--- src/rtl/hi3d_pkg.sv ---
package hi3d_pkg;

   localparam int COORD_W = 21;
   localparam int INDEX_W = 63;
   localparam int AXES = 3;

   // Curve depth; 1 to 21. The top LEVELS bits of each coordinate are used.
   localparam int LEVELS = 21;

   // Rotate/reflect levels handled by one pipeline stage.
   localparam int STEPS_PER_STAGE = 2;
   localparam int ROT_STEPS = LEVELS - 1;
   localparam int ROT_STAGES_RAW = (ROT_STEPS + STEPS_PER_STAGE - 1) / STEPS_PER_STAGE;
   localparam int ROT_STAGES = (ROT_STAGES_RAW > 0) ? ROT_STAGES_RAW : 1;

   typedef logic [LEVELS-1:0] axis_type;
   // Entry 0 is x, 1 is y, 2 is z.
   typedef axis_type [AXES-1:0] point_type;

endpackage

--- src/rtl/hi3d_rot_pipe.sv ---
module hi3d_rot_pipe (
   input  logic                 clock,
   input  logic                 reset,
   input  logic                 in_valid,
   output logic                 in_ready,
   input  hi3d_pkg::point_type  in_point,
   output logic                 out_valid,
   input  logic                 out_ready,
   output hi3d_pkg::point_type  out_point
);

   localparam int Stages = hi3d_pkg::ROT_STAGES;

   // One rotate/reflect level at bit position b, all three axes in order.
   function automatic hi3d_pkg::point_type rot_level(hi3d_pkg::point_type pt,
                                                      int unsigned b);
      hi3d_pkg::point_type a;
      hi3d_pkg::axis_type  p;
      hi3d_pkg::axis_type  t;
      a = pt;
      p = (hi3d_pkg::axis_type'(1) << b) - hi3d_pkg::axis_type'(1);
      for (int i = 0; i < hi3d_pkg::AXES; i++) begin
         if (a[i][b]) begin
            a[0] = a[0] ^ p;
         end else begin
            t    = (a[0] ^ a[i]) & p;
            a[0] = a[0] ^ t;
            a[i] = a[i] ^ t;
         end
      end
      return a;
   endfunction

   logic [Stages-1:0]   valid_ff;
   logic [Stages-1:0]   valid_in;
   hi3d_pkg::point_type point_ff [Stages];
   hi3d_pkg::point_type point_in [Stages];
   logic [Stages:0]     load;

   // A stage loads when it is empty or its item moves on.
   assign load[Stages] = out_ready;
   assign in_ready     = load[0];
   assign out_valid    = valid_ff[Stages-1];
   assign out_point    = point_ff[Stages-1];

   for (genvar s = 0; s < Stages; s++) begin : g_stage
      logic                src_valid;
      hi3d_pkg::point_type src_point;

      if (s == 0) begin : g_first
         assign src_valid = in_valid;
         assign src_point = in_point;
      end else begin : g_next
         assign src_valid = valid_ff[s-1];
         assign src_point = point_ff[s-1];
      end

      assign load[s] = !valid_ff[s] || load[s+1];

      always_comb begin
         point_in[s] = src_point;
         for (int k = 0; k < hi3d_pkg::STEPS_PER_STAGE; k++) begin
            if (hi3d_pkg::LEVELS - 1 - (s * hi3d_pkg::STEPS_PER_STAGE + k) >= 1) begin
               point_in[s] = rot_level(point_in[s], int'(hi3d_pkg::LEVELS - 1 -
                                       (s * hi3d_pkg::STEPS_PER_STAGE + k)));
            end
         end
         valid_in[s] = load[s] ? src_valid : valid_ff[s];
      end

      always_ff @(posedge clock) begin
         if (reset) begin
            valid_ff[s] <= 1'b0;
         end else begin
            valid_ff[s] <= valid_in[s];
         end
         if (load[s]) begin
            point_ff[s] <= point_in[s];
         end
      end
   end

   a_enter: assert property (@(posedge clock) disable iff (reset)
      in_valid && in_ready |=> valid_ff[0])
      else $error("accepted item did not enter first stage");

   a_empty_ready: assert property (@(posedge clock) disable iff (reset)
      !out_valid |-> in_ready)
      else $error("pipe refuses item while last stage is empty");

endmodule

--- src/rtl/hi3d_gray_stage.sv ---
module hi3d_gray_stage (
   input  logic                          clock,
   input  logic                          reset,
   input  logic                          in_valid,
   output logic                          in_ready,
   input  hi3d_pkg::point_type           in_point,
   output logic                          out_valid,
   input  logic                          out_ready,
   output logic [hi3d_pkg::INDEX_W-1:0]  out_index
);

   logic                          valid_ff;
   logic                          valid_in;
   logic [hi3d_pkg::INDEX_W-1:0]  index_ff;
   logic [hi3d_pkg::INDEX_W-1:0]  index_in;
   hi3d_pkg::point_type           gray;
   hi3d_pkg::axis_type            flip;

   assign in_ready  = !valid_ff || out_ready;
   assign out_valid = valid_ff;
   assign out_index = index_ff;

   always_comb begin
      gray    = in_point;
      gray[1] = gray[1] ^ gray[0];
      gray[2] = gray[2] ^ gray[1];
      // Bit j flips when an odd count of gray[2] bits above j is set.
      for (int j = 0; j < hi3d_pkg::LEVELS; j++) begin
         flip[j] = ^(gray[2] >> (j + 1));
      end
      for (int i = 0; i < hi3d_pkg::AXES; i++) begin
         gray[i] = gray[i] ^ flip;
      end
      index_in = '0;
      for (int lv = 0; lv < hi3d_pkg::LEVELS; lv++) begin
         for (int i = 0; i < hi3d_pkg::AXES; i++) begin
            index_in[hi3d_pkg::AXES * lv + hi3d_pkg::AXES - 1 - i] = gray[i][lv];
         end
      end
      valid_in = in_ready ? in_valid : valid_ff;
   end

   always_ff @(posedge clock) begin
      if (reset) begin
         valid_ff <= 1'b0;
      end else begin
         valid_ff <= valid_in;
      end
      if (in_ready) begin
         index_ff <= index_in;
      end
   end

   a_fill: assert property (@(posedge clock) disable iff (reset)
      in_valid && in_ready |=> out_valid)
      else $error("accepted item lost in output stage");

   a_hold: assert property (@(posedge clock) disable iff (reset)
      out_valid && !out_ready |-> !in_ready)
      else $error("output stage loads while result is held");

endmodule

--- src/rtl/hilbert_index_3d.sv ---
// Channel   Ports                                    Direction
// req       req_valid req_ready req_coord_x/y/z      in  (3 x 21 bit point)
// rsp       rsp_valid rsp_ready rsp_curve_index      out (63 bit index)
//
// One item per cycle sustained while rsp_ready stays high. The 20 rotate/reflect
// levels run two per stage over ROT_STAGES stages, then one Gray/interleave stage.
// Reset clears only the stage valid bits.
// Each stage loads when empty or when its item moves on, so bubbles close up
// and new items enter while a finished result waits at rsp.
module hilbert_index_3d (
   input  logic                          clock,
   input  logic                          reset,
   input  logic                          req_valid,
   output logic                          req_ready,
   input  logic [hi3d_pkg::COORD_W-1:0]  req_coord_x,
   input  logic [hi3d_pkg::COORD_W-1:0]  req_coord_y,
   input  logic [hi3d_pkg::COORD_W-1:0]  req_coord_z,
   output logic                          rsp_valid,
   input  logic                          rsp_ready,
   output logic [hi3d_pkg::INDEX_W-1:0]  rsp_curve_index
);

   hi3d_pkg::point_type req_point;
   hi3d_pkg::point_type rot_point;
   logic                rot_valid;
   logic                rot_ready;

   // Keep the top LEVELS bits of each coordinate.
   assign req_point[0] = req_coord_x[hi3d_pkg::COORD_W-1 -: hi3d_pkg::LEVELS];
   assign req_point[1] = req_coord_y[hi3d_pkg::COORD_W-1 -: hi3d_pkg::LEVELS];
   assign req_point[2] = req_coord_z[hi3d_pkg::COORD_W-1 -: hi3d_pkg::LEVELS];

   hi3d_rot_pipe u_rot (
      .clock     (clock),
      .reset     (reset),
      .in_valid  (req_valid),
      .in_ready  (req_ready),
      .in_point  (req_point),
      .out_valid (rot_valid),
      .out_ready (rot_ready),
      .out_point (rot_point)
   );

   hi3d_gray_stage u_gray (
      .clock     (clock),
      .reset     (reset),
      .in_valid  (rot_valid),
      .in_ready  (rot_ready),
      .in_point  (rot_point),
      .out_valid (rsp_valid),
      .out_ready (rsp_ready),
      .out_index (rsp_curve_index)
   );

endmodule
--- config.mk ---
export PLATFORM = sky130hd
export DESIGN_NAME = hilbert_index_3d
export DESIGN_NICKNAME = d
export VERILOG_FILES = /design/src/rtl/hi3d_pkg.sv /design/src/rtl/hi3d_rot_pipe.sv /design/src/rtl/hi3d_gray_stage.sv /design/src/rtl/hilbert_index_3d.sv
export SDC_FILE = /design/constraint.sdc
export NUM_CORES = 1
export LEC_CHECK = 0
export ABC_AREA = 1
export BUFFER_PORTS_ARGS = -buffer_cell sky130_fd_sc_hd__buf_2
export CORE_UTILIZATION = 50
export CTS_BUF_LIST = sky130_fd_sc_hd__clkbuf_8
export CTS_CLUSTER_DIAMETER = 120
export DETAILED_ROUTE_END_ITERATION = 10
export HOLD_SLACK_MARGIN = 0.15
export PLACE_DENSITY = 0.65
export SLEW_MARGIN = 10
export SYNTH_ARGS = -nofsm -noshare
export SYNTH_HDL_FRONTEND = slang
export SYNTH_SLANG_ARGS = --single-unit
--- constraint.sdc ---
create_clock -name clock -period 24.1 [get_ports clock]
set_input_delay 0 -clock clock [delete_from_list [all_inputs] [get_ports clock]]
set_output_delay 0 -clock clock [all_outputs]
set_load 0.02 [all_outputs]
# Yosys cells after proc, flatten, opt, wreduce, memory -nomap -nowiden
# Memories as Yosys holds them, arrays and structs flattened.
# Cells that the tools add are included.
[totals]
elab_cells = 420
memories = 1
out_inout_bits = 65
regBits = 74
ram_bits = 630
[mem_list]
columns = ["name", "depth", "word_bits", "rd", "rd_clocked_by_memory_dff", "wr", "line_no", "source"]
rows = [
  ["u_rot.point_ff", 10, 63, 10, 0, 10, "hi3d_rot_pipe.sv:36", "hi3d_pkg::point_type point_ff [Stages];"],
]
[op_classes]
n_reduce_logical = 42
n_mux = 120
n_bitwise = 245
[op_table]
columns = ["operator", "n"]
rows = [
  ["$mux W21", 100],
  ["$reduce_xor A21 Y1", 20],
  ["$xor A21 B20 Y21", 9],
  ["$xor A21 B1 Y21", 6],
  ["$xor A21 B10 Y21", 6],
  ["$xor A21 B11 Y21", 6],
  ["$xor A21 B12 Y21", 6],
  ["$xor A21 B13 Y21", 6],
  ["$xor A21 B14 Y21", 6],
  ["$xor A21 B15 Y21", 6],
  ["$xor A21 B16 Y21", 6],
  ["$xor A21 B17 Y21", 6],
  ["$xor A21 B18 Y21", 6],
  ["$xor A21 B19 Y21", 6],
  ["$xor A21 B2 Y21", 6],
  ["$xor A21 B3 Y21", 6],
  ["$xor A21 B4 Y21", 6],
  ["$xor A21 B5 Y21", 6],
  ["$xor A21 B6 Y21", 6],
  ["$xor A21 B7 Y21", 6],
  ["$xor A21 B8 Y21", 6],
  ["$xor A21 B9 Y21", 6],
  ["$not A20 Y20", 3],
  ["$xor A20 B20 Y20", 3],
  ["other kinds (42)", 158],
]

# Logic depth before layout (Yosys ltp)
# Gate-level depths: netlist of the first run.
# An unclocked memory read counts as a cell.
[logic_depth]
ltp_word = 21
ltp_mapped = 18

# By module
# Synthesis of the first run repeated with hierarchy kept, for this count alone.
[hier_totals]
hier_cells = 5112
area_unflattened_um2 = 40476.3
[by_module_without_submodules]
columns = ["mod", "area_per_inst_um2", "n_inst", "cells_each"]
rows = [
  ["hi3d_rot_pipe", 35776.8, 1, 4464],
  ["hi3d_gray_stage", 4699.5, 1, 648],
]

# Least setup slack after synthesis of the first run
# OpenSTA, ideal clock, no wires.
[synth_timing]
path_type = "reg-to-reg"
from = "register u_gray.valid_ff (netlist: u_gray.out_valid)"
to = "memory u_rot.point_ff[0][0] (netlist name), enable pin"
path_stages_with_launch = 10
arrival_ps = 9130
required_ps = 23373
period_less_slack_ps = 9857
path_slack_ps = 14243
setup_time_ps = 727
path_cell_list = "dfxtp_1 nand2_1 nor2_1 nand4_1 nor2_1 nand2_1 nor2_1 nand2_1 nor2_1 nand2_1"
[synth_lines]
columns = ["item", "line_no", "source"]
rows = [
  ["start, declared", "hi3d_gray_stage.sv:12", "logic valid_ff;"],
  ["start signal, assigned", "hi3d_gray_stage.sv:47", "valid_ff <= valid_in;"],
  ["end, declared", "hi3d_rot_pipe.sv:36", ""],
]

# Final worst setup path of the first run
[layout_timing]
from = "register u_gray.valid_ff (netlist: u_gray.out_valid)"
to = "output port req_ready"
[layout_via]
elab_chain_len = 12
[layout_lines]
columns = ["item", "line_no", "source"]
rows = [
  ["$logic_not A1 Y1", "hi3d_gray_stage.sv:19", "assign in_ready = !valid_ff || out_ready;"],
  ["$logic_or A1 B1 Y1", "hi3d_gray_stage.sv:19", ""],
  ["via rot_ready", "hilbert_index_3d.sv:26", "logic rot_ready;"],
  ["$logic_or A1 B1 Y1 (4 in a row)", "hi3d_rot_pipe.sv:58", "assign load[s] = !valid_ff[s] || load[s+1];"],
  ["via u_rot.load[6]", "hi3d_rot_pipe.sv:38", "logic [Stages:0] load;"],
  ["$logic_or A1 B1 Y1 (2 in a row)", "hi3d_rot_pipe.sv:58", ""],
  ["via u_rot.load[4]", "hi3d_rot_pipe.sv:38", ""],
  ["$logic_or A1 B1 Y1 (2 in a row)", "hi3d_rot_pipe.sv:58", ""],
  ["via u_rot.load[2]", "hi3d_rot_pipe.sv:38", ""],
  ["$logic_or A1 B1 Y1 (2 in a row)", "hi3d_rot_pipe.sv:58", ""],
  ["end, declared", "hilbert_index_3d.sv:14", "output logic req_ready,"],
]
# The timed path passes the listed nets, and every way through them passes these cells.

==> summary.txt, run 1 <==
Floorplan
  • Chip Width: 265 µm
  • Row cnt: 96
  • Core Region: 68,600 µm²
  • Top Ports: 132
  • Die Outline Area: 70,400 µm²
  • Die Y: 265 µm
  • Initial Util: 0.505

Clock network
  • Clock sinks: 704
  • H-tree levels: 3
  • CTS tree: done
  • CTS root buffer: clkbuf_8
  • Clock transition at path regs: 60 ps
  • Worst-Skew Late Latency: 710 ps
  • Clk buf depth: 3
  • CTS Buf Count: 108
  • Post-CTS setup buffers: 0

Synth
  • Yosys synthesis warning count: 0
  • Post-Syn Area per Cell: 10.3 µm²
  • Most frequent cell after synthesis: nand2_1
  • Unique masters post-synth: 33
  • Post-synth EDFFs: 693
  • FFs w/ async S/R, synth: 0
  • Synthesized Nets: 3,426
  • Register area share after synthesis: 0.607
  • Area leader, netlist: edfxtp_1
  • Prevailing post-synth register cell: edfxtp_1
  • Synth Register Bits: 704
  • Post-synth top area share: 0.600
  • Post-Synthesis Cells: 3,359
  • Commonest cells post-synth: 1,372 x nand2_1, 693 x edfxtp_1, 366 x o21ai_0, 131 x xor2_1, 129 x xnor2_1
  • Synth Cell Area: 34,700 µm²
  • Area contributors post-synth: edfxtp_1 60%, nand2_1 15%, o21ai_0 5.3%

Layout
  • Core Util, Final: 0.578
  • Share of cells above drive strength 1: 0.127
  • Synth-to-Final Area Change: 14.4%
  • Area of the multi-input gates: 12,500 µm²
  • Area taken by flip-flops and latches: 21,000 µm²
  • # nets final: 3,692
  • Number of fill cells: 5,627
  • Finished Cell Area: 39,600 µm²

Global route
  • First-pass GRT wire length: 105,000 µm
  • GR Util All Layers: 0.180
  • Initial antenna violation count: 1
  • Vias in the first global route: 23,100
  • Largest net degree at the start of global routing: 66
  • GR Overflow Total: 0

Drt
  • Post-route ant nets: 0
  • # DRC: 0
  • Iteration-0 DRC Markers: 1,227
  • DR vias/cell: 5.00
  • 1st-pass router iterations: 8
  • Via Count: 23,200
  • Post-Route WL: 62,400 µm
  • Drt wl/cell: 13.4 µm

Run
  • Max-cap violations: 0

Timing
  • Final min period: 5640 ps
  • Final Setup Violations: 0
  • Fin crit share: 0.234
  • Slew Viols, Final: 0
  • PnR worst setup slack: 18,460 ps
  • Slew HR: 0.203
  • Setup TNS: 0 ps
  • RSZ-0062 raised after global routing: false
  • Tightest Pin Transition: 1200 ps
  • FMAX: 177 MHz
  • Layout Skew: 32.9 ps
  • Final Hold Viols: 0

Critical path
  • CP Launch Type: flip-flop
  • CP Capture Type: output port
  • Arr. time, crit path: 5640 ps
  • Required @ worst endpoint: 24,100 ps
  • Crit Path Category: reg -> out
  • Worst-path maximum fanout: 65

Placed design
  • Post-DP Area: 36,000 µm²
  • Detailed placement HPWL: 43,800 µm
  • Port buffer count: 131
  • Final weighted congestion in routability-driven placement: 0.861
  • Dpl ws: 18,950 ps

Worst hold path
  • Min-Delay Path Class: in -> reg

Status
  • Status: finished, final reports clean
## layout make-up
type                            instances  area share
Multi-Input combinational cell       2371       0.314
Timing Repair Buffer                  309      0.0595
Clock buffer                          111      0.0385
Inverter                              131      0.0124
Sequential cell                       704       0.530
Antenna cell                            1   0.0000631
Clock inverter                         87      0.0155
Tap cell                              931      0.0294
## cell families after synthesis
| group | after synthesis | synth area share |
|---|---|---|
| xor gates and xnor gates | 262 | 0.0666 |
| AOI/OAI and AO/OA | 439 | 0.0651 |
| buffers and inverters | 284 | 0.0348 |
| and+or+nand+nor | 1467 | 0.164 |
| muxes | 203 | 0.0626 |
| DFF | 704 | 0.607 |
## repair_timing
item	CTS	global route
hold buffers	146	0
resized for setup	0	0
endpoints found under the hold margin	136	0
## metrics by stage
stage	hold slack [ps]	cells
floorplan	69.1	3359
global placement	241	4300
detailed placement	247	4300
CTS	172	4644
global route	204	4645
finish	197	4645
## worst paths after layout
check | startpoint | to | slack [ps] | cells past startpoint
min reg2reg | u_rot.point_ff[4][20]$_DFFE_PP_ | u_rot.point_ff[5][20]$_DFFE_PP_ | 390 | 0
max | u_gray.out_valid$_SDFFE_PP0P_ | req_ready | 18460 | 15
min | req_coord_x[19] | u_rot.point_ff[0][19]$_DFFE_PP_ | 200 | 4
max reg2reg | u_gray.out_valid$_SDFFE_PP0P_ | u_rot.g_stage[1].src_valid$_SDFFE_PP0P_ | 18640 | 16
## critical path, stage by stage, from the launching register on
cell     delay [ps]
dfxtp_1         320
nand2_2          60
buf_4           570
nor2_1          230
nand4_1         140
buf_4           590
nor2_1          170
nand2_2          90
buf_4           590
nor2_1          190
nand2_2          90
buf_4           610
nor2_1          170
nand2_2          90
buf_4           620
buf_2           300
## registers in the layout (all words and copies together) (netlist names)
name / cells
u_gray.out_index: 63
u_rot.point_ff: 630
u_gray.out_valid: 1
u_rot.g_stage.src_valid: 9
u_rot.out_valid: 1
## layout by cell type (no fill, tap or decap), drive strengths merged, types with 10 or more instances in the layout
cell            n
a21oi          10
buf           163
clkbuf        111
clkinv         50
dfxtp          11
dlygate4sd3   146
edfxtp        693
inv           158
mux2          104
mux2i          99
nand2        1392
nand3          55
o21ai         429
xnor2         130
xor2          132
## routing by layer
metal  global-route usage  vias to the layer above  share of wire
met5                    0                        -              0
met4               0.0653                        0          0.027
met3               0.0309                      138          0.034
met2                0.331                      385           0.51
met1                0.210                    10800           0.43
li1                     -                    11900              -
Power of run 1 is not shown: default switching activity piles up to over one toggle a cycle in this logic, so the estimate is an artifact.
==> inputs of run 2 (changes only) <==
--- a/config.mk
+++ b/config.mk
@@ -5,14 +5,14 @@
 export SDC_FILE = /design/constraint.sdc
 export NUM_CORES = 1
 export LEC_CHECK = 0
-export ABC_AREA = 1
+export ABC_AREA = 0
 export BUFFER_PORTS_ARGS = -buffer_cell sky130_fd_sc_hd__buf_2
 export CORE_UTILIZATION = 50
 export CTS_BUF_LIST = sky130_fd_sc_hd__clkbuf_8
 export CTS_CLUSTER_DIAMETER = 120
 export DETAILED_ROUTE_END_ITERATION = 10
 export HOLD_SLACK_MARGIN = 0.15
-export PLACE_DENSITY = 0.65
+export PLACE_DENSITY = 0.67
 export SLEW_MARGIN = 10
 export SYNTH_ARGS = -nofsm -noshare
 export SYNTH_HDL_FRONTEND = slang
==> constraint.sdc (replaced) <==
create_clock -name clock -period 5.1 [get_ports clock]
set_input_delay 0 -clock clock [delete_from_list [all_inputs] [get_ports clock]]
set_output_delay 0 -clock clock [all_outputs]
set_load 0.02 [all_outputs]
==> run 2 against run 1 <==
  * Utilization is essentially flat
  * Area after synthesis is 2.0% lower
  * Clock skew decreased by 2.3 ps
  * Via count fell by 16%
  * Non-clock buffer count decreased by 27
  * Cell count decreased by 18%
  * Register-to-register slack got worse by 17000 ps
  * First-iteration DRC count is 29% lower
  * Clock-buffer cell count increased by 2
  * Critical path depth fell by 9
  * Die area shrank 2.0%
  * Sequential share of layout area increased by 1.1 points
  * Critical path type is now reg -> reg
==> summary.txt, run 2 <==
Clock network
  • Clock sinks: 704 (unchanged)
  • CTS root buffer: clkbuf_8 (unchanged)
  • CTS tree: done (unchanged)
  • Clk buf depth: 3 (unchanged)
  • CTS Buf Count: 110 (was 108)
  • # resized after CTS: 0 (unchanged)
  • Clock transition at path regs: 60 ps (about the same)
  • H-tree levels: 3 (unchanged)
  • Worst-Skew Late Latency: 720 ps (was 710 ps)

Critical path
  • Reg-to-reg startpoint: u_rot.point_ff[9][20]$_DFFE_PP_ (was u_gray.out_valid$_SDFFE_PP0P_)
  • Worst Setup SP: u_rot.point_ff[9][20]$_DFFE_PP_ (was u_gray.out_valid$_SDFFE_PP0P_)
  • CP cell instances: xnor3_2 -> xnor3_2 -> xnor2_4 -> xnor3_1 -> xnor2_4 -> xor3_4 (was nand2_2 -> buf_4 -> nor2_1 -> nand4_1 -> buf_4 -> nor2_1 -> nand2_2 -> buf_4 -> nor2_1 -> nand2_2 -> buf_4 -> nor2_1 -> nand2_2 -> buf_4 -> buf_2)
  • Worst-path maximum fanout: 13 (was 65)
  • Required @ worst endpoint: 5560 ps (was 24,100 ps)
  • Arr. time, crit path: 4210 ps (was 5640 ps)
  • Flop2flop setup slack: 1340 ps (was 18,640 ps)
  • CP Capture Type: flip-flop (was output port)
  • Crit-path slowest cell: xnor3_1 (was buf_4)
  • Worst r2r path cells: 6 (was 16)
  • Crit Path Category: reg -> reg (was reg -> out)
  • CP max stage delay: 740 ps (was 620 ps)
  • CP Launch Type: flip-flop (unchanged)

Drt
  • Post-Route WL: 53,600 µm (was 62,400 µm)
  • Drt wl/cell: 14.0 µm (was 13.4 µm)
  • Post-route ant nets: 0 (unchanged)
  • Iteration-0 DRC Markers: 871 (was 1,227)
  • DR vias/cell: 5.07 (was 5.00)
  • 1st-pass router iterations: 5 (was 8)
  • # DRC: 0 (unchanged)
  • Via Count: 19,400 (was 23,200)

Status
  • Status: finished, final reports clean (unchanged)

Synth
  • FFs w/ async S/R, synth: 0 (unchanged)
  • Register area share after synthesis: 0.619 (was 0.607)
  • Prevailing post-synth register cell: edfxtp_1 (unchanged)
  • Most frequent cell after synthesis: edfxtp_1 (was nand2_1)
  • Post-Synthesis Cells: 2,610 (was 3,359)
  • Synthesized Nets: 2,677 (was 3,426)
  • Post-Syn Area per Cell: 13.0 µm² (was 10.3 µm²)
  • Commonest cells post-synth: 693 x edfxtp_1, 369 x nor2_1, 333 x mux2i_1, 205 x a21oi_1, 170 x xor2_1 (was 1,372 x nand2_1, 693 x edfxtp_1, 366 x o21ai_0, 131 x xor2_1, 129 x xnor2_1)
  • Area leader, netlist: edfxtp_1 (unchanged)
  • Post-synth top area share: 0.613 (was 0.600)
  • Unique masters post-synth: 35 (was 33)
  • Yosys synthesis warning count: 0 (unchanged)
  • Post-synth EDFFs: 693 (unchanged)
  • Synth Register Bits: 704 (unchanged)
  • Synth Cell Area: 34,000 µm² (was 34,700 µm²)
  • Area contributors post-synth: edfxtp_1 61%, mux2i_1 9.8%, xor2_1 4.4% (was edfxtp_1 60%, nand2_1 15%, o21ai_0 5.3%)

Placed design
  • Port buffer count: 131 (unchanged)
  • Post-DP Area: 35,600 µm² (was 36,000 µm²)
  • Placed Cells: 3,507 (was 4,300)
  • Final weighted congestion in routability-driven placement: 0.767 (was 0.861)
  • Detailed placement HPWL: 36,700 µm (was 43,800 µm)

Floorplan
  • Core Region: 67,200 µm² (was 68,600 µm²)
  • Chip Width: 263 µm (was 265 µm)
  • Top Ports: 132 (unchanged)
  • Row cnt: 95 (was 96)
  • Die Outline Area: 69,000 µm² (was 70,400 µm²)
  • Initial Util: 0.506 (was 0.505)
  • Die Y: 263 µm (was 265 µm)

Layout
  • Layout Cells excl Fill: 3,825 (was 4,645)
  • Commonest non-fill, non-tap cell in the layout: edfxtp_1 (was nand2_1)
  • Most frequent cells in the layout: 693 x edfxtp_1, 369 x nor2_1, 325 x mux2i_1 (was 1,367 x nand2_1, 693 x edfxtp_1, 365 x o21ai_0)
  • Share of cells above drive strength 1: 0.157 (was 0.127)
  • # nets final: 2,925 (was 3,692)
  • Finished Cell Area: 38,800 µm² (was 39,600 µm²)
  • Max FFs per register: 630 (unchanged)
  • Biggest register: u_rot.point_ff (unchanged)
  • Synth-to-Final Area Change: 14.3% (was 14.4%)

Worst hold path
  • Min-Delay Path Class: in -> reg (unchanged)
  • Hold path start: req_coord_x[1] (was req_coord_x[19])
  • Worst hold stages: 6 (was 4)

Run
  • Max-cap violations: 0 (unchanged)

Timing
  • RSZ-0062 raised after global routing: false (unchanged)
  • FMAX: 266 MHz
  • Tightest Pin Transition: 1090 ps (was 1200 ps)
  • Fin crit share: 0.737
  • Final Setup Violations: 0 (unchanged)
  • Slew Viols, Final: 0 (unchanged)
  • Final Hold Viols: 0 (unchanged)
  • Final min period: 3760 ps
  • Slew HR: 0.252 (was 0.203)
  • Layout Skew: 30.6 ps (was 32.9 ps)

Global route
  • Vias in the first global route: 19,700 (was 23,100)
  • Initial antenna violation count: 1 (unchanged)
  • Largest net degree at the start of global routing: 65 (was 66)
  • First-pass GRT wire length: 90,400 µm (was 105,000 µm)
  • GR Util All Layers: 0.156 (was 0.180)
  • GR Overflow Total: 0 (unchanged)
## run 2: logic make-up after synthesis
kind of cell	count (synthesis)	synth area share
xor+xnor	329	0.0977
flops	704	0.619
simple gates	481	0.0540
compound gates	375	0.0631
mux	443	0.135
buf+inv	278	0.0316
## run 2: worst max-delay path, delay by kind of cell (launching register included)
kind,cells,cell delay (ps)
XOR/XNOR,6,3090
flip-flops,1,430
## run 2: routing by layer
metal | up-vias | global-route usage | share of wire
met5 | - | 0 | 0
met4 | 0 | 0.0474 | 0.018
li1 | 9802 | - | -
met1 | 9251 | 0.185 | 0.44
met3 | 91 | 0.0323 | 0.033
met2 | 264 | 0.283 | 0.51
## run 2: area by class of cell
| class | instances | area (µm²) |
|---|---|---|
| Antenna cell | 2 | 5.00 |
| Clock buffer | 113 | 1560 |
| Clock inverter | 91 | 531 |
| Fill cell | 5217 | 28300 |
| Inverter | 132 | 495 |
| Multi-Input combinational cell | 1628 | 12000 |
| Sequential cell | 704 | 21000 |
| Tap cell | 873 | 1090 |
| Timing Repair Buffer | 282 | 2080 |
## run 2: path summary, 6_finish.rpt
check                                     to
min          u_rot.point_ff[0][43]$_DFFE_PP_
max            u_gray.out_index[1]$_DFFE_PP_
min reg2reg  u_rot.point_ff[7][34]$_DFFE_PP_
max reg2reg    u_gray.out_index[1]$_DFFE_PP_
## run 2: what timing repair did
action                     4_1_cts  5_1_grt
setup buffers                    0        0
hold endpoints to repair        74        0
setup endpoints to repair        0        0
hold buffers                   111        0
## run 2: metrics by stage
stage | hold WS, ps | setup TNS, ps | util | worst slack, ps
6_report | 208 | 0 | 0.578 | 1340
3_3_place_gp | 238 | 0 | 0.530 | 1360
5_1_grt | 201 | 0 | 0.578 | 973
3_5_place_dp | 243 | 0 | 0.530 | 1300
2_1_floorplan | 69.1 | -27760 | - | -262
4_1_cts | 152 | 0 | 0.578 | 1270
Power of run 2 is left out for the same reason.
